<file path="src/rtl/core/ihex_pkg.sv">
package ihex_pkg;

   // Parameter range and defaults
   localparam int MAX_DATA_BYTES_DEFAULT = 16;
   localparam int MAX_DATA_BYTES_LIMIT   = 32;

   // Command field widths cover the whole parameter range
   localparam int LEN_W  = $clog2(MAX_DATA_BYTES_LIMIT + 1);
   localparam int NRES_W = $clog2(MAX_DATA_BYTES_LIMIT / 4 + 1);

   localparam int QUEUE_DEPTH = 2;

   // Configuration port
   localparam int CSR_INDEX_W = 1;
   localparam int CSR_DATA_W  = 32;
   localparam logic [CSR_INDEX_W-1:0] CSR_APP_BASE      = 1'd0;
   localparam logic [CSR_INDEX_W-1:0] CSR_INITIAL_UPPER = 1'd1;

   localparam logic [31:0] APP_BASE_RESET      = 32'h0800_0000;
   localparam logic [15:0] INITIAL_UPPER_RESET = 16'h0800;

   typedef enum logic [2:0] {
      KIND_WRITE      = 3'd0,
      KIND_EOF        = 3'd1,
      KIND_START      = 3'd2,
      KIND_CHECKSUM   = 3'd3,
      KIND_BELOW_BASE = 3'd4,
      KIND_FORMAT     = 3'd5
   } kind_type;

   // One finished record (or error) handed from the parser to the emitter
   typedef struct packed {
      logic              is_words;  // data record: emit nres words
      kind_type          kind;      // result kind when not a data record
      logic              fail;      // final word result is an address-below-base error
      logic [31:0]       addr;      // first word address, or result address
      logic [LEN_W-1:0]  len;       // data byte count, for zero padding
      logic [NRES_W-1:0] nres;      // number of results to emit
   } cmd_type;

endpackage

</file>
<file path="src/rtl/core/intel_hex_record_decoder.sv">
// Intel HEX record decoder: takes HEX text one character per transfer on the req_ channel and
// returns results on the rsp_ channel. The parser accepts one character every cycle; it stalls
// only when its two-entry command queue is full, which happens when the rsp_ side holds off.
// A character causes at most one queued command, and the emitter turns a command into results
// at one per cycle unless rsp_stall holds it: a data record of n bytes gives ceil(n/4) word
// results (fewer if an address falls below app_base, the last result then being the address
// error), every other command gives one. Results of one character are contiguous and the final
// one carries rsp_last. Configuration writes through csr_ take effect on the next cycle; write
// them only while the block is idle. There is no clearing pass after reset.
module intel_hex_record_decoder import ihex_pkg::*; #(
   parameter int MAX_DATA_BYTES = MAX_DATA_BYTES_DEFAULT
) (
   input  logic                   clock,
   input  logic                   reset,
   input  logic                   req_valid,
   output logic                   req_stall,
   input  logic [7:0]             req_char_in,
   input  logic                   req_buffer_start,
   output logic                   rsp_valid,
   input  logic                   rsp_stall,
   output logic [2:0]             rsp_kind,
   output logic [31:0]            rsp_address,
   output logic [31:0]            rsp_data,
   output logic                   rsp_last,
   input  logic                   csr_wr_en,
   input  logic [CSR_INDEX_W-1:0] csr_index,
   input  logic [CSR_DATA_W-1:0]  csr_wdata
);

   logic [31:0]                 app_base_ff;
   logic [15:0]                 initial_upper_ff;

   logic                        push_valid;
   cmd_type                     push_cmd;
   logic [MAX_DATA_BYTES*8-1:0] push_bytes;
   logic                        queue_full;
   logic                        queue_empty;
   logic                        pop;
   cmd_type                     head_cmd;
   logic [MAX_DATA_BYTES*8-1:0] head_bytes;

   // Configuration registers; hold until written again
   always_ff @(posedge clock) begin
      if (reset) begin
         app_base_ff      <= APP_BASE_RESET;
         initial_upper_ff <= INITIAL_UPPER_RESET;
      end else if (csr_wr_en) begin
         case (csr_index)
            CSR_APP_BASE:      app_base_ff      <= csr_wdata[31:0];
            CSR_INITIAL_UPPER: initial_upper_ff <= csr_wdata[15:0];
            default: begin
            end
         endcase
      end
   end

   // Front: parse characters, check addresses, queue at most one command per record or error
   ihex_front #(
      .MAX_DATA_BYTES (MAX_DATA_BYTES)
   ) u_front (
      .clock            (clock),
      .reset            (reset),
      .req_valid        (req_valid),
      .req_stall        (req_stall),
      .req_char_in      (req_char_in),
      .req_buffer_start (req_buffer_start),
      .app_base         (app_base_ff),
      .initial_upper    (initial_upper_ff),
      .queue_full       (queue_full),
      .push_valid       (push_valid),
      .push_cmd         (push_cmd),
      .push_bytes       (push_bytes)
   );

   // Decouple parsing from result delivery
   ihex_queue #(
      .MAX_DATA_BYTES (MAX_DATA_BYTES)
   ) u_queue (
      .clock      (clock),
      .reset      (reset),
      .push_valid (push_valid),
      .push_cmd   (push_cmd),
      .push_bytes (push_bytes),
      .pop        (pop),
      .full       (queue_full),
      .empty      (queue_empty),
      .head_cmd   (head_cmd),
      .head_bytes (head_bytes)
   );

   // Back: advance through each command, one registered result per transfer
   ihex_back #(
      .MAX_DATA_BYTES (MAX_DATA_BYTES)
   ) u_back (
      .clock       (clock),
      .reset       (reset),
      .queue_empty (queue_empty),
      .head_cmd    (head_cmd),
      .head_bytes  (head_bytes),
      .pop         (pop),
      .rsp_valid   (rsp_valid),
      .rsp_stall   (rsp_stall),
      .rsp_kind    (rsp_kind),
      .rsp_address (rsp_address),
      .rsp_data    (rsp_data),
      .rsp_last    (rsp_last)
   );

endmodule

</file>
<file path="src/rtl/core/ihex_front.sv">
module ihex_front import ihex_pkg::*; #(
   parameter int MAX_DATA_BYTES = MAX_DATA_BYTES_DEFAULT
) (
   input  logic                        clock,
   input  logic                        reset,
   input  logic                        req_valid,
   output logic                        req_stall,
   input  logic [7:0]                  req_char_in,
   input  logic                        req_buffer_start,
   input  logic [31:0]                 app_base,
   input  logic [15:0]                 initial_upper,
   input  logic                        queue_full,
   output logic                        push_valid,
   output cmd_type                     push_cmd,
   output logic [MAX_DATA_BYTES*8-1:0] push_bytes
);

   localparam int WORDS  = (MAX_DATA_BYTES + 3) / 4;
   localparam int POS_W  = $clog2(2 * MAX_DATA_BYTES + 11);
   localparam int LW     = $clog2(MAX_DATA_BYTES + 1);
   localparam int IDX_W  = $clog2(MAX_DATA_BYTES);
   localparam int WIDX   = $clog2(WORDS + 1);

   localparam logic [7:0] CHAR_COLON  = 8'h3A;
   localparam logic [7:0] BIAS_UPPER  = 8'h37;
   localparam logic [7:0] BIAS_LOWER  = 8'h57;
   localparam logic [7:0] BIAS_DIGIT  = 8'h30;
   localparam logic [7:0] REC_DATA    = 8'h00;
   localparam logic [7:0] REC_EOF     = 8'h01;
   localparam logic [7:0] REC_UPPER   = 8'h04;
   localparam logic [7:0] REC_START   = 8'h05;

   // bit 4 flags a valid hex digit
   function automatic logic [4:0] hex_decode(input logic [7:0] c);
      logic [4:0] r;
      r = '0;
      if (c inside {[8'h41:8'h46]}) begin
         r = {1'b1, 4'(c - BIAS_UPPER)};
      end else if (c inside {[8'h61:8'h66]}) begin
         r = {1'b1, 4'(c - BIAS_LOWER)};
      end else if (c inside {[8'h30:8'h39]}) begin
         r = {1'b1, 4'(c - BIAS_DIGIT)};
      end
      return r;
   endfunction

   logic [POS_W-1:0]  pos_ff, pos_in;
   logic              in_record_ff, in_record_in;
   logic [3:0]        high_nib_ff, high_nib_in;
   logic [LW-1:0]     len_ff, len_in;
   logic [15:0]       offset_ff, offset_in;
   logic [7:0]        type_ff, type_in;
   logic [7:0]        sum_ff, sum_in;
   logic [15:0]       upper_ff, upper_in;
   logic              err_ff, err_in;
   logic [31:0]       chk_addr_ff, chk_addr_in;
   logic [WIDX-1:0]   chk_idx_ff, chk_idx_in;
   logic              fail_found_ff, fail_found_in;
   logic [WIDX-1:0]   fail_idx_ff, fail_idx_in;
   logic [7:0]        data_bytes_ff [MAX_DATA_BYTES];

   logic              accept;
   logic [4:0]        nib;
   logic [7:0]        byte_val;
   logic [POS_W-2:0]  byte_num;
   logic [7:0]        sum_new;
   logic              data_we;
   logic [IDX_W-1:0]  data_waddr;
   logic [WIDX-1:0]   word_count;
   logic              fail_now;
   logic              step;
   logic [7:0]        byte0;
   logic [7:0]        byte1;

   assign req_stall  = queue_full;
   assign accept     = req_valid && !queue_full;
   assign nib        = hex_decode(req_char_in);
   assign byte_val   = {high_nib_ff, nib[3:0]};
   assign byte_num   = pos_ff[POS_W-1:1];
   assign sum_new    = sum_ff + byte_val;
   assign word_count = WIDX'((LW + 2)'(len_ff) + (LW + 2)'(3) >> 2);
   assign fail_now   = fail_found_ff && (fail_idx_ff < word_count);
   assign byte0      = (len_ff > LW'(0)) ? data_bytes_ff[0] : 8'h00;
   assign byte1      = (len_ff > LW'(1)) ? data_bytes_ff[1] : 8'h00;
   assign data_waddr = IDX_W'(byte_num - (POS_W - 1)'(4));

   // address check walks one word per character once the offset is known
   assign step = accept && !req_buffer_start && !err_ff && in_record_ff && nib[4] &&
                 (pos_ff >= POS_W'(6)) && (chk_idx_ff < WIDX'(WORDS));

   always_comb begin
      pos_in        = pos_ff;
      in_record_in  = in_record_ff;
      high_nib_in   = high_nib_ff;
      len_in        = len_ff;
      offset_in     = offset_ff;
      type_in       = type_ff;
      sum_in        = sum_ff;
      upper_in      = upper_ff;
      err_in        = err_ff;
      chk_addr_in   = chk_addr_ff;
      chk_idx_in    = chk_idx_ff;
      fail_found_in = fail_found_ff;
      fail_idx_in   = fail_idx_ff;
      data_we       = 1'b0;
      push_valid    = 1'b0;
      push_cmd      = '0;
      push_cmd.nres = NRES_W'(1);
      if (accept) begin
         if (req_buffer_start) begin
            err_in       = 1'b0;
            upper_in     = initial_upper;
            in_record_in = 1'b0;
            pos_in       = '0;
            high_nib_in  = '0;
         end
         if (!err_in) begin
            if (!in_record_in) begin
               if (req_char_in == CHAR_COLON) begin
                  in_record_in = 1'b1;
                  pos_in       = '0;
                  sum_in       = '0;
                  len_in       = '0;
               end
            end else if (!nib[4]) begin
               push_valid    = 1'b1;
               push_cmd.kind = KIND_FORMAT;
               err_in        = 1'b1;
               in_record_in  = 1'b0;
            end else if (!pos_ff[0]) begin
               high_nib_in = nib[3:0];
               pos_in      = pos_ff + POS_W'(1);
            end else begin
               pos_in = pos_ff + POS_W'(1);
               sum_in = sum_new;
               if (byte_num == (POS_W - 1)'(0)) begin
                  if (byte_val > 8'(MAX_DATA_BYTES)) begin
                     push_valid    = 1'b1;
                     push_cmd.kind = KIND_FORMAT;
                     err_in        = 1'b1;
                     in_record_in  = 1'b0;
                  end else begin
                     len_in = LW'(byte_val);
                  end
               end else if (byte_num == (POS_W - 1)'(1)) begin
                  offset_in = {byte_val, 8'h00};
               end else if (byte_num == (POS_W - 1)'(2)) begin
                  offset_in     = {offset_ff[15:8], byte_val};
                  chk_addr_in   = {upper_ff, offset_ff[15:8], byte_val};
                  chk_idx_in    = '0;
                  fail_found_in = 1'b0;
               end else if (byte_num == (POS_W - 1)'(3)) begin
                  type_in = byte_val;
               end else if (POS_W'(byte_num) < POS_W'(4) + POS_W'(len_ff)) begin
                  data_we = 1'b1;
               end else begin
                  in_record_in = 1'b0;
                  if (sum_new != 8'h00) begin
                     push_valid    = 1'b1;
                     push_cmd.kind = KIND_CHECKSUM;
                     err_in        = 1'b1;
                  end else begin
                     case (type_ff)
                        REC_DATA: begin
                           if (len_ff != LW'(0)) begin
                              push_valid        = 1'b1;
                              push_cmd.is_words = 1'b1;
                              push_cmd.kind     = KIND_WRITE;
                              push_cmd.fail     = fail_now;
                              push_cmd.addr     = {upper_ff, offset_ff};
                              push_cmd.len      = LEN_W'(len_ff);
                              push_cmd.nres     = fail_now ?
                                                  NRES_W'(fail_idx_ff) + NRES_W'(1) :
                                                  NRES_W'(word_count);
                              if (fail_now) begin
                                 err_in = 1'b1;
                              end
                           end
                        end
                        REC_EOF: begin
                           push_valid    = 1'b1;
                           push_cmd.kind = KIND_EOF;
                        end
                        REC_UPPER: begin
                           upper_in = {byte0, byte1};
                        end
                        REC_START: begin
                           push_valid    = 1'b1;
                           push_cmd.kind = KIND_START;
                           push_cmd.addr = app_base;
                        end
                        default: begin
                        end
                     endcase
                  end
               end
            end
         end
      end
      if (step) begin
         if (!fail_found_ff && (chk_addr_ff < app_base)) begin
            fail_found_in = 1'b1;
            fail_idx_in   = chk_idx_ff;
         end
         chk_addr_in = chk_addr_ff + 32'd4;
         chk_idx_in  = chk_idx_ff + WIDX'(1);
      end
   end

   always_comb begin
      for (int i = 0; i < MAX_DATA_BYTES; i++) begin
         push_bytes[i*8 +: 8] = data_bytes_ff[i];
      end
   end

   always_ff @(posedge clock) begin
      if (reset) begin
         pos_ff        <= '0;
         in_record_ff  <= 1'b0;
         upper_ff      <= INITIAL_UPPER_RESET;
         err_ff        <= 1'b0;
         chk_idx_ff    <= '0;
         fail_found_ff <= 1'b0;
      end else begin
         pos_ff        <= pos_in;
         in_record_ff  <= in_record_in;
         upper_ff      <= upper_in;
         err_ff        <= err_in;
         chk_idx_ff    <= chk_idx_in;
         fail_found_ff <= fail_found_in;
      end
      high_nib_ff <= high_nib_in;
      len_ff      <= len_in;
      offset_ff   <= offset_in;
      type_ff     <= type_in;
      sum_ff      <= sum_in;
      chk_addr_ff <= chk_addr_in;
      fail_idx_ff <= fail_idx_in;
      if (data_we) begin
         data_bytes_ff[data_waddr] <= byte_val;
      end
   end

   a_err_sticky: assert property (@(posedge clock) disable iff (reset)
      err_ff && accept && !req_buffer_start |-> !push_valid)
      else $error("command issued while the error is sticky");

   a_chk_bound: assert property (@(posedge clock) disable iff (reset)
      chk_idx_ff <= WIDX'(WORDS))
      else $error("address check ran past the last word");

endmodule

</file>
<file path="src/rtl/core/ihex_queue.sv">
module ihex_queue import ihex_pkg::*; #(
   parameter int MAX_DATA_BYTES = MAX_DATA_BYTES_DEFAULT
) (
   input  logic                        clock,
   input  logic                        reset,
   input  logic                        push_valid,
   input  cmd_type                     push_cmd,
   input  logic [MAX_DATA_BYTES*8-1:0] push_bytes,
   input  logic                        pop,
   output logic                        full,
   output logic                        empty,
   output cmd_type                     head_cmd,
   output logic [MAX_DATA_BYTES*8-1:0] head_bytes
);

   localparam int PTR_W = $clog2(QUEUE_DEPTH);
   localparam int CNT_W = $clog2(QUEUE_DEPTH + 1);

   cmd_type                     cmd_mem_ff   [QUEUE_DEPTH];
   logic [MAX_DATA_BYTES*8-1:0] bytes_mem_ff [QUEUE_DEPTH];
   logic [PTR_W-1:0]            wr_ptr_ff, wr_ptr_in;
   logic [PTR_W-1:0]            rd_ptr_ff, rd_ptr_in;
   logic [CNT_W-1:0]            count_ff, count_in;
   logic                        do_push;
   logic                        do_pop;

   assign full       = (count_ff == CNT_W'(QUEUE_DEPTH));
   assign empty      = (count_ff == CNT_W'(0));
   assign do_push    = push_valid && !full;
   assign do_pop     = pop && !empty;
   assign head_cmd   = cmd_mem_ff[rd_ptr_ff];
   assign head_bytes = bytes_mem_ff[rd_ptr_ff];

   always_comb begin
      wr_ptr_in = wr_ptr_ff;
      rd_ptr_in = rd_ptr_ff;
      count_in  = count_ff;
      if (do_push) begin
         wr_ptr_in = (wr_ptr_ff == PTR_W'(QUEUE_DEPTH - 1)) ? '0 : wr_ptr_ff + PTR_W'(1);
      end
      if (do_pop) begin
         rd_ptr_in = (rd_ptr_ff == PTR_W'(QUEUE_DEPTH - 1)) ? '0 : rd_ptr_ff + PTR_W'(1);
      end
      if (do_push && !do_pop) begin
         count_in = count_ff + CNT_W'(1);
      end else if (do_pop && !do_push) begin
         count_in = count_ff - CNT_W'(1);
      end
   end

   always_ff @(posedge clock) begin
      if (reset) begin
         wr_ptr_ff <= '0;
         rd_ptr_ff <= '0;
         count_ff  <= '0;
      end else begin
         wr_ptr_ff <= wr_ptr_in;
         rd_ptr_ff <= rd_ptr_in;
         count_ff  <= count_in;
      end
      if (do_push) begin
         cmd_mem_ff[wr_ptr_ff]   <= push_cmd;
         bytes_mem_ff[wr_ptr_ff] <= push_bytes;
      end
   end

   a_no_overflow: assert property (@(posedge clock) disable iff (reset)
      push_valid |-> !full)
      else $error("push into a full command queue");

endmodule

</file>
<file path="src/rtl/core/ihex_back.sv">
module ihex_back import ihex_pkg::*; #(
   parameter int MAX_DATA_BYTES = MAX_DATA_BYTES_DEFAULT
) (
   input  logic                        clock,
   input  logic                        reset,
   input  logic                        queue_empty,
   input  cmd_type                     head_cmd,
   input  logic [MAX_DATA_BYTES*8-1:0] head_bytes,
   output logic                        pop,
   output logic                        rsp_valid,
   input  logic                        rsp_stall,
   output logic [2:0]                  rsp_kind,
   output logic [31:0]                 rsp_address,
   output logic [31:0]                 rsp_data,
   output logic                        rsp_last
);

   localparam int WORDS = (MAX_DATA_BYTES + 3) / 4;
   localparam int KW    = (WORDS > 1) ? $clog2(WORDS) : 1;

   logic [KW-1:0]        k_ff, k_in;
   logic                 rsp_valid_ff;
   logic [2:0]           rsp_kind_ff;
   logic [31:0]          rsp_address_ff;
   logic [31:0]          rsp_data_ff;
   logic                 rsp_last_ff;

   logic [WORDS*32-1:0]  padded;
   logic [7:0]           byte_arr [WORDS*4];
   logic [31:0]          word_arr [WORDS];
   logic                 load;
   logic                 is_last;
   kind_type             res_kind;
   logic [31:0]          res_addr;
   logic [31:0]          res_data;

   assign padded = (WORDS * 32)'(head_bytes);

   // zero every byte past the record length
   always_comb begin
      for (int i = 0; i < WORDS * 4; i++) begin
         byte_arr[i] = (i < int'(head_cmd.len)) ? padded[i*8 +: 8] : 8'h00;
      end
      for (int w = 0; w < WORDS; w++) begin
         word_arr[w] = {byte_arr[4*w+3], byte_arr[4*w+2], byte_arr[4*w+1], byte_arr[4*w]};
      end
   end

   assign load = !queue_empty && (!rsp_valid_ff || !rsp_stall);

   always_comb begin
      if (head_cmd.is_words) begin
         is_last  = (NRES_W'(k_ff) + NRES_W'(1) == head_cmd.nres);
         res_addr = head_cmd.addr + (32'(k_ff) << 2);
         if (head_cmd.fail && is_last) begin
            res_kind = KIND_BELOW_BASE;
            res_data = '0;
         end else begin
            res_kind = KIND_WRITE;
            res_data = word_arr[k_ff];
         end
      end else begin
         is_last  = 1'b1;
         res_kind = head_cmd.kind;
         res_addr = head_cmd.addr;
         res_data = '0;
      end
      pop  = load && is_last;
      k_in = k_ff;
      if (load) begin
         k_in = is_last ? '0 : k_ff + KW'(1);
      end
   end

   always_ff @(posedge clock) begin
      if (reset) begin
         k_ff         <= '0;
         rsp_valid_ff <= 1'b0;
      end else begin
         k_ff <= k_in;
         if (load) begin
            rsp_valid_ff <= 1'b1;
         end else if (!rsp_stall) begin
            rsp_valid_ff <= 1'b0;
         end
      end
      if (load) begin
         rsp_kind_ff    <= res_kind;
         rsp_address_ff <= res_addr;
         rsp_data_ff    <= res_data;
         rsp_last_ff    <= is_last;
      end
   end

   assign rsp_valid   = rsp_valid_ff;
   assign rsp_kind    = rsp_kind_ff;
   assign rsp_address = rsp_address_ff;
   assign rsp_data    = rsp_data_ff;
   assign rsp_last    = rsp_last_ff;

   a_below_base_last: assert property (@(posedge clock) disable iff (reset)
      rsp_valid_ff && (rsp_kind_ff == KIND_BELOW_BASE) |-> rsp_last_ff)
      else $error("address error result is not the last of its character");

   a_word_index: assert property (@(posedge clock) disable iff (reset)
      !queue_empty |-> (NRES_W'(k_ff) < head_cmd.nres))
      else $error("word index ran past the result count");

endmodule

</file>
<file path="config.mk">
export PLATFORM = sky130hd
export DESIGN_NAME = intel_hex_record_decoder
export DESIGN_NICKNAME = d
export VERILOG_FILES = /design/src/rtl/core/ihex_pkg.sv /design/src/rtl/core/intel_hex_record_decoder.sv /design/src/rtl/core/ihex_front.sv /design/src/rtl/core/ihex_queue.sv /design/src/rtl/core/ihex_back.sv
export SDC_FILE = /design/constraint.sdc
export NUM_CORES = 1
export LEC_CHECK = 0
export ABC_AREA = 1
export BUFFER_PORTS_ARGS = -buffer_cell sky130_fd_sc_hd__buf_2
export CAP_MARGIN = 20
export CORE_ASPECT_RATIO = 0.9
export CORE_MARGIN = 3
export CORE_UTILIZATION = 35
export CTS_BUF_LIST = sky130_fd_sc_hd__clkbuf_2 sky130_fd_sc_hd__clkbuf_4 sky130_fd_sc_hd__clkbuf_8
export CTS_CLUSTER_DIAMETER = 50
export DETAILED_ROUTE_END_ITERATION = 8
export GPL_ROUTABILITY_DRIVEN = 0
export GPL_TIMING_DRIVEN = 0
export SLEW_MARGIN = 20
export SYNTH_ARGS = -nofsm -noshare
export SYNTH_HDL_FRONTEND = slang
export SYNTH_SLANG_ARGS = --single-unit
</file>
<file path="constraint.sdc">
create_clock -name clock -period 12.5 [get_ports clock]
set_input_delay 2.5 -clock clock [delete_from_list [all_inputs] [get_ports clock]]
set_output_delay 2.5 -clock clock [all_outputs]
set_load 0.02 [all_outputs]
</file>
[Word-level counts from Yosys, hierarchy flattened]
Memories as Yosys holds them, arrays and structs flattened. A register that Yosys moved wholly into a read port is not among the register bits.
Index checks and enable logic that the tools add are counted.
Storage, ports and cells
  bits in registers: 227
  memory bits (writable): 478
  memories: 3
Memory list
  u_queue.bytes_mem_ff: depth 2, bits a word 128, rd ports 1, clocked after Yosys merged registers in 1, write ports 1, RTL line ihex_queue.sv:20  | logic [MAX_DATA_BYTES*8-1:0] bytes_mem_ff [QUEUE_DEPTH];
  u_front.data_bytes_ff: depth 16, bits a word 8, rd ports 16, clocked after Yosys merged registers in 0, write ports 1, RTL line ihex_front.sv:60  | logic [7:0] data_bytes_ff [MAX_DATA_BYTES];
  u_queue.cmd_mem_ff: depth 2, bits a word 47, rd ports 1, clocked after Yosys merged registers in 1, write ports 1, RTL line ihex_queue.sv:19  | cmd_type cmd_mem_ff [QUEUE_DEPTH];
Operators by class
  add/subtract/negate cells: 18
  bitwise gates (word level): 7
  reduce and logical (&&, ||, !) cells: 53
  muxes and demuxes: 181
  magnitude comparators: 31
  equal/unequal tests: 17
Operators by type and width (number)
  47-bit two-way mux: 9
  32-bit two-way mux: 12
  16-bit two-way mux: 13
  8-bit two-way mux: 23
  43-bit two-way mux: 3
  1-bit two-way mux: 78
  32-bit binary-select mux with 2-bit select: 1
  32-bit case mux with 2 select lines: 1
  4-bit by 6-bit less-than comparator with 1-bit output, first input constant: 8
  3-bit two-way mux: 15
  5-bit two-way mux: 9
  32-bit by 3-bit adder with 32-bit output, second input constant: 1
  32-bit by 4-bit adder with 32-bit output: 1
  32-bit less-than comparator: 1
  6-bit two-way mux: 5
  3-bit by 6-bit less-than comparator with 1-bit output, first input constant: 4
  4-bit two-way mux: 6
  7-bit AND reduction: 3
  1-bit logical AND: 19
  8-bit by 3-bit equality test with 1-bit output, second input constant: 2
  8-bit by 7-bit >= comparator with 1-bit output, second input constant: 2
  8-bit by 7-bit less-or-equal comparator with 1-bit output, second input constant: 2
  2-bit nonzero test: 8
  1-bit by 6-bit less-than comparator with 1-bit output, first input constant: 2
  48 further kinds: 79

[Logic depth before layout (Yosys ltp)]
Gate-level depths: netlist (run 1).
  depth after elaboration: 23
  depth in mapped cells: 27
  depth with buffers taken out: 27

[By module]
From an unflattened synthesis (run 1), not the netlist that was laid out.
Unflattened totals
  cells, all modules: 2835
  area, all modules: 32229.7 um^2
Modules (own cells, without submodules)
  ihex_queue: area an instance 12917.4 um^2, times used 1, sequential area each 10610.2 um^2, cells an instance 581
  ihex_front: area an instance 12195.4 um^2, times used 1, sequential area each 6686.4 um^2, cells an instance 1221
  ihex_back: area an instance 5190.0 um^2, times used 1, sequential area each 2102.0 um^2, cells an instance 756
  intel_hex_record_decoder: area an instance 1926.8 um^2, times used 1, sequential area each 960.9 um^2, cells an instance 277

[Worst setup path after synthesis (run 1)]
Ideal clock, no wire load.
  path kind: input to register
  from: input req_char_in[0]
  to: memory u_queue.bytes_mem_ff[0][0] in the netlist's numbering, enable pin
  data arrival time: 12308 ps
  library setup time: 710 ps
  buffers on the path: 0
  stages: 20
  data required time: 11790 ps
  slack: -518 ps
  path through: inv_1 ha_1 nand3_1 nand2_1 nor2_2 nand2_2 a21oi_1 ha_1 fa_1 nand3_1 nand2_1 xor2_1 nor2_1 nand2_1 nor2_4 nand3_1 nand2_1 nand2_1 nand2_1 nor2_1
On the way
  longest elaborated chain between the ends: 21
  elaborated cells on any way between the ends: 33
RTL lines
  start: declaration: RTL line intel_hex_record_decoder.sv:17  | input logic [7:0] req_char_in,
  8-bit by 6-bit >= comparator with 1-bit output or 8-bit by 6-bit less-or-equal comparator with 1-bit output (tied branches): RTL line ihex_front.sv:41  | end else if (c inside {[8'h30:8'h39]}) begin
  1-bit logical AND: RTL line ihex_front.sv:41
  5-bit two-way mux: RTL line ihex_front.sv:41
  5-bit two-way mux: RTL line ihex_front.sv:39  | end else if (c inside {[8'h61:8'h66]}) begin
  5-bit two-way mux (*): RTL line ihex_front.sv:37  | if (c inside {[8'h41:8'h46]}) begin
  net u_front.nib[0]: RTL line ihex_front.sv:63  | logic [4:0] nib;
  8-bit adder: RTL line ihex_front.sv:80  | assign sum_new = sum_ff + byte_val;
  8-bit nonzero test: RTL line ihex_front.sv:158  | if (sum_new != 8'h00) begin
  [6 not listed]
  1-bit two-way mux (*): RTL line ihex_front.sv:130  | end else if (!pos_ff[0]) begin
  1-bit two-way mux (*): RTL line ihex_front.sv:125  | end else if (!nib[4]) begin
  1-bit two-way mux (*): RTL line ihex_front.sv:118  | if (!in_record_in) begin
  1-bit two-way mux (*): RTL line ihex_front.sv:117  | if (!err_in) begin
  1-bit two-way mux (*): RTL line ihex_front.sv:109  | if (accept) begin
  1-bit logical AND (*): RTL line ihex_queue.sv:29  | assign do_push = push_valid && !full;
  1-bit two-way mux (*): RTL line ihex_queue.sv:61  | if (do_push) begin
  1-bit two-way mux (implied by the code) (*): RTL line ihex_queue.sv:63  | bytes_mem_ff[wr_ptr_ff] <= push_bytes;
  end: declaration: RTL line ihex_queue.sv:20
The timed path passes the listed nets; every way through them passes the cells marked *.

[Final worst setup path (run 1)]
  from: input req_char_in[0]
  to: memory u_queue.cmd_mem_ff[0][29] in the netlist's numbering, enable pin
On the way
  longest elaborated chain between the ends: 21
  elaborated cells on any way between the ends: 33
RTL lines
  8-bit by 6-bit >= comparator with 1-bit output or 8-bit by 6-bit less-or-equal comparator with 1-bit output (tied branches): RTL line ihex_front.sv:41
  1-bit logical AND: RTL line ihex_front.sv:41
  5-bit two-way mux: RTL line ihex_front.sv:41
  5-bit two-way mux: RTL line ihex_front.sv:39
  5-bit two-way mux (*): RTL line ihex_front.sv:37
  net u_front.nib[2]: RTL line ihex_front.sv:63
  8-bit adder: RTL line ihex_front.sv:80
  8-bit nonzero test: RTL line ihex_front.sv:158
  [6 not listed]
  1-bit two-way mux (*): RTL line ihex_front.sv:130
  1-bit two-way mux (*): RTL line ihex_front.sv:125
  1-bit two-way mux (*): RTL line ihex_front.sv:118
  1-bit two-way mux (*): RTL line ihex_front.sv:117
  1-bit two-way mux (*): RTL line ihex_front.sv:109
  1-bit logical AND (*): RTL line ihex_queue.sv:29
  1-bit two-way mux (*): RTL line ihex_queue.sv:61
  1-bit two-way mux (implied by the code) (*): RTL line ihex_queue.sv:62  | cmd_mem_ff[wr_ptr_ff] <= push_cmd;
  end: declaration: RTL line ihex_queue.sv:19
Marked as above.

==> results.yml, run 1 <==
route:
  ant_nets: 0
  drt_iter0_markers: 2130
  drc_errors: 0
  via_count: 20900
  wirelength_mm: 84.4
  via_per_inst: 5.11
  drt-pass1-iter-count: 7
  wl_per_cell_um: 20.6
placed_design:
  placed_area_sq_um: 33000
  placed_cells: 3882
  io_buffers: 116
  dp_hpwl_mm: 59.8
floorplan:
  die_h_um: 286
  core_area_sq_um: 86300
  die_x_um: 317
  rows: 102
  die-area_sq_um: 90800
  num_io_pins: 117
  start_util_pct: 35.4
yosys:
  ys_seq_elements: 704
  synthDistinctLibCells: 65
  yosysTopAreaCellShare_pct: 61.0
  synth-edff-count: 620
  synth_most_common_cell: "edfxtp_1"
  yosys_warnings: 0
  synth_nets: 2709
  yosysTopAreaCell: "edfxtp_1"
  postSynth.asyncResetShare_pct: 0
  synth_area_sq_um: 30500
  yosys-top-cells-area: "edfxtp_1 61%, nand2_1 5.6%, dfxtp_1 5.5%, ha_1 2.4%, a21oi_1 2.3%"
  syn_area_per_cell_sq_um: 11.7
  synth_flop_cell: "edfxtp_1"
  syn_inst: 2601
  ys_seq_area_share_pct: 66.5
  synthTopCellsByCount: "620 x edfxtp_1, 455 x nand2_1, 183 x nor2_1"
timing:
  clock_skew_ps: 65.8
  setup_viol: 0
  slew_headroom_pct: 31.2
  fin_crit_ps: 6650
  period_share_pct: 53.2
  fin_setup_tns_ps: 0
  drv_slew: 0
  hold_viol: 0
  worst_pin_slew_ps: 1030
  fmax_ghz: 0.150
  rsz0062_at_grt: "no"
clock_network:
  clkSlewWorstSetupHoldPaths_ps: 60
  cts_sinks: 704
  clk_path_buf_depth: 3
  cts_tree: "done"
  cts_buffers: 115
  cts_resized: 0
  cts_root_buf: "clkbuf_8"
  holdBufCountCts: 0
  h-tree-depth: 3
  clkLatencyLatePin_ps: 750
  cts_setup_buffers: 0
worst_setup_path:
  cp_slowest_stage_delay_ps: 570
  cpLargestDelayFamily: "simple AND/OR/NAND/NOR gates"
  required_ps: 12940
  critPathSlowestCell: "ha_1"
  endpoint_kind: "register"
  start_kind: "primary input"
  crit_fanout: 25
  crit_buf_inv: 8
  critical_path_class: "primary input to register"
  crit_top_cell: "nand2_1"
  worstPathArrival_ps: 7080
run:
  max_cap_violations: 0
worst_hold_path:
  hold_path.class: "register to register"
power_and_ir_drop:
  seq_power_share_pct: 54.9
  clkPwrFrac_pct: 41.7
  total_power_mw: 4.67
  p_sw_mw: 1.04
  p_leak_nw: 12.5
  cellPowerDensity_nw_per_um2: 132
  pwr-share-comb_pct: 3.4
  p_int_mw: 3.63
  vdd_drop_max_mv: 0.0833
  p_sw_share_pct: 22.3
global_route:
  grt_max_degree: 83
  overflow: 0
  grt_pass1_vias: 20000
  track_usage_pct: 18.4
  grt_use_met1_pct: 25.4
  antenna_found_initial: 3
  grt_pass1_wl_mm: 125
  grtUsageMet3_pct: 3.61
  top_usage_layer: "met2"
  grtUsageMet2_pct: 28.6
final_layout:
  nets: 2963
  drive_gt1_share_pct: 17.9
  area.sequential_sq_um: 20300
  final_cell_area_sq_um: 35300
  multi_input_area_sq_um: 9010
  areaGrowthSynthToFinish_pct: 15.5
  layoutNonFillerInstCount: 4086
  fillers: 8256
status:
  status: "finished clean"
-- worst paths after layout --
check,start,end,slack [ps],cells past startpoint
worst max register to register,register,u_back.rsp_address[26]$_DFFE_PP_,8080,18
worst min register to register,u_front.data_bytes_ff[6][0]$_DFFE_PP_,u_queue.bytes_mem_ff[0][48]$_DFFE_PP_,440,0
worst max-delay path,req_char_in[0],u_queue.cmd_mem_ff[0][29]$_DFFE_PP_,5850,27
worst min-delay path,u_front.data_bytes_ff[6][0]$_DFFE_PP_,u_queue.bytes_mem_ff[0][48]$_DFFE_PP_,440,0
-- logic make-up after synthesis --
family / Yosys count / share of synthesized area, %
AND/OR/NAND/NOR: 957 / 14.7
XOR/XNOR: 57 / 1.64
flip-flops: 704 / 66.5
buffers and inverters: 314 / 4.15
AO/OA/AOI/OAI: 494 / 10.0
multiplexers: 14 / 0.459
adder cells (fa/ha/maj): 61 / 2.55
-- layer usage --
| layer | share of wire, % | wire length, um | vias to the layer above |
|---|---|---|---|
| li1 | - | - | 9785 |
| met1 | 43 | 36300 | 10100 |
| met2 | 46 | 38500 | 858 |
| met3 | 8.0 | 6750 | 177 |
| met4 | 3.3 | 2790 | 0 |
| met5 | 0 | 0 | - |
-- layout make-up --
type | count | share of cell area (%)
well taps | 1144 | 4.06
plain buffers | 102 | 1.33
inverters | 212 | 2.29
multi-input cells | 1583 | 25.6
clock buffers | 160 | 5.54
diodes | 3 | 0.0213
flip-flops and latches | 704 | 57.6
clock inverters | 41 | 0.745
repair buffers | 137 | 2.88
-- per-stage QoR --
step	setup slack (ps)	hold WS, ps	utilization (%)
3_5_place_dp	5210	429	38.3
4_1_cts	5960	435	40.9
5_1_grt	5490	446	40.9
6_report	5850	438	40.9
3_3_place_gp	-3040	422	37.7
2_1_floorplan	2430	421	-
-- flip-flops by register name, indices dropped and copies added, names as in the netlist, 2 cells and up, named ones only --
signal and count:
app_base_ff 32, u_front.offset_ff 16, u_queue.cmd_mem_ff 92, u_front.chk_addr_ff 32, u_front.data_bytes_ff 128, u_back.rsp_kind 3, u_back.rsp_address 32, u_queue.bytes_mem_ff 256
u_queue.count_ff 2, u_front.type_ff 8, u_front.chk_idx_ff 3, initial_upper_ff 16, u_back.k_ff 2, u_front.len_ff 5, u_front.high_nib_ff 4, u_front.sum_ff 8
u_front.pos_ff 6, u_front.fail_idx_ff 3, u_back.rsp_data 32, u_front.upper_ff 16
-- power groups by stage --
| stage | logic, mW | clock network (mW) | registers (mW) |
|---|---|---|---|
| 2_1_floorplan | 0.0867 | 0 | 2.61 |
| 3_3_place_gp | 0.142 | 0 | 2.62 |
| 6_report | 0.159 | 1.95 | 2.56 |
| 5_1_grt | 0.174 | 2.10 | 2.56 |
| 3_5_place_dp | 0.156 | 0 | 2.61 |
| 4_1_cts | 0.156 | 1.99 | 2.56 |
-- cell usage in the layout, fill, tap and decap left out, types with 81 or more instances in the layout --
cell type    n
dfxtp_1     84
edfxtp_1   620
nand2_1    453
nand3_1     81
a21oi_1    140
buf_2      127
inv_1      180
nor2_1     182
o21ai_0    140
clkbuf_8   120
Note: power is estimated with default switching activity, not from simulation.
==> run 2, diff against run 1 <==
- clock period: 12.5 -> 6.9 ns (I/O delays scaled with it)
==> run 2 against run 1 <==
Compared with the run above: worst hold slack lost 23 ps; critical path depth shrank 2; flip-flop and latch count is the same; total power grew 84%; non-clock buffer count grew 6; routed wire length grew 0.21%; largest cell class unchanged; clock-buffer cell count grew 8; register-to-register slack lost 5600 ps; first-iteration DRC count grew 7.7%; critical path type unchanged.
==> results.yml, run 2 (synthesis results as in run 1) <==
global_route:
  track_usage_pct: 18.4
  overflow: 0
  grtUsageMet2_pct: 28.8
  top_usage_layer: "met2"
  grt_pass1_vias: 19900
  antenna_found_initial: 1
  grt_max_degree: 51
  grt_use_met1_pct: 25.9
  grtUsageMet3_pct: 3.27
  grt_pass1_wl_mm: 125
route:
  drt_iter0_markers: 2293
  wirelength_mm: 84.5
  drt-pass1-iter-count: 7
  drc_errors: 0
  via_per_inst: 5.11
  via_count: 21000
  ant_nets: 0
  wl_per_cell_um: 20.6
power_and_ir_drop:
  p_leak_nw: 12.6
  p_sw_mw: 1.88
  seq_power_share_pct: 54.0
  total_power_mw: 8.59
  vdd_drop_max_mv: 0.141
  clkPwrFrac_pct: 42.6
  p_int_mw: 6.71
  cellPowerDensity_nw_per_um2: 242
  pwr-share-comb_pct: 3.3
  p_sw_share_pct: 21.9
worst_setup_path:
  endpoint_kind: "register"
  start_kind: "primary input"
  critical_path_class: "primary input to register"
  crit_fanout: 22
  crit_buf_inv: 6
  worstPathArrival_ps: 6130
  cp_slowest_stage_delay_ps: 810
  crit_top_cell: "nand2_1"
  cpLargestDelayFamily: "simple AND/OR/NAND/NOR gates"
  critPathSlowestCell: "a21oi_4"
  required_ps: 7310
final_layout:
  multi_input_area_sq_um: 9020
  top_register: "u_queue.bytes_mem_ff"
  areaGrowthSynthToFinish_pct: 16.3
  largest_reg_flops: 256
  reg_top3: "u_queue.bytes_mem_ff (256), u_front.data_bytes_ff (128), u_queue.cmd_mem_ff (92)"
  area.sequential_sq_um: 20300
  layout_commonest_cell: "edfxtp_1"
  fillers: 8172
  drive_gt1_share_pct: 18.2
  nets: 2968
  mostFrequentLayoutCells: "620 x edfxtp_1, 453 x nand2_1, 182 x nor2_1"
  layoutNonFillerInstCount: 4101
placed_design:
  dp_hpwl_mm: 60.8
  pre_cts_slack_ps: 495
  io_buffers: 116
  placed_cells: 3888
timing:
  slew_headroom_pct: 30.7
  fin_setup_tns_ps: 0
  worst_pin_slew_ps: 1040
  clock_skew_ps: 44.4
  drv_slew: 0
  setup_viol: 0
  rsz0062_at_grt: "no"
  worst_slack_ps: 1180
  fmax_ghz: 0.175
  hold_viol: 0
  period_share_pct: 82.8
  fin_crit_ps: 5720
clock_network:
  cts_buffers: 114
  holdBufCountCts: 0
  cts_tree: "done"
  h-tree-depth: 3
  cts_root_buf: "clkbuf_8"
  clk_path_buf_depth: 3
  clkLatencyLatePin_ps: 740
  cts_setup_buffers: 0
  cts_sinks: 704
  cts_resized: 0
  clkSlewWorstSetupHoldPaths_ps: 60
run:
  max_cap_violations: 0
worst_hold_path:
  hold_path.class: "register to register"
floorplan:
  die-area_sq_um: 90800
  die_x_um: 317
  num_io_pins: 117
  start_util_pct: 35.4
  core_area_sq_um: 86300
  rows: 102
  die_h_um: 286
status:
  status: "finished clean"
## run 2: cell types whose count changed in the layout (fill, tap and decap cells not counted), sizes merged
cell      delta
bufinv       +2
clkbuf       +8
inv          -4
diode        -2
buf          +6
clkinvlp     -1
clkinv       +6
## run 2: routing by layer
layer | part of all wire (%) | routed length [um] | vias to the layer above
li1 | - | - | 9805
met1 | 43 | 36700 | 10200
met2 | 46 | 39100 | 820
met3 | 7.6 | 6400 | 145
met4 | 2.8 | 2350 | 0
met5 | 0 | 0 | -
## run 2: power groups by stage
| stage | registers (mW) | clock network, mW | logic [mW] |
|---|---|---|---|
| 6_report | 4.64 | 3.66 | 0.288 |
| 5_1_grt | 4.64 | 3.93 | 0.314 |
| 4_1_cts | 4.64 | 3.73 | 0.283 |
| 3_5_place_dp | 4.73 | 0 | 0.282 |
| 3_3_place_gp | 4.74 | 0 | 0.258 |
| 2_1_floorplan | 4.72 | 0 | 0.158 |
## run 2: area by class of cell
| cell class | count | area share [%] |
|---|---|---|
| flip-flops and latches | 704 | 57.2 |
| multi-input cells | 1583 | 25.4 |
| clock buffers | 168 | 5.76 |
| well taps | 1144 | 4.03 |
| repair buffers | 143 | 3.21 |
| inverters | 212 | 2.27 |
| plain buffers | 102 | 1.32 |
| clock inverters | 44 | 0.821 |
| diodes | 1 | 0.00705 |
## run 2: final timing paths
kind                                                        startpoint                                     end  slack, ps  cells after the start
worst max-delay path                                    req_char_in[0]  u_queue.bytes_mem_ff[0][110]$_DFFE_PP_       1180                     25
worst min-delay path            u_front.data_bytes_ff[13][4]$_DFFE_PP_  u_queue.bytes_mem_ff[0][108]$_DFFE_PP_        420                      0
worst max register to register                                register        u_back.rsp_address[26]$_DFFE_PP_       2530                     18
worst min register to register  u_front.data_bytes_ff[13][4]$_DFFE_PP_  u_queue.bytes_mem_ff[0][108]$_DFFE_PP_        420                      0
## run 2: metrics by stage
step	utilization (%)	hold slack, ps	area (sq um)
2_1_floorplan	-	421	30600
3_3_place_gp	37.7	422	32600
3_5_place_dp	38.4	430	33200
4_1_cts	41.1	416	35500
5_1_grt	41.1	424	35500
6_report	41.1	415	35500
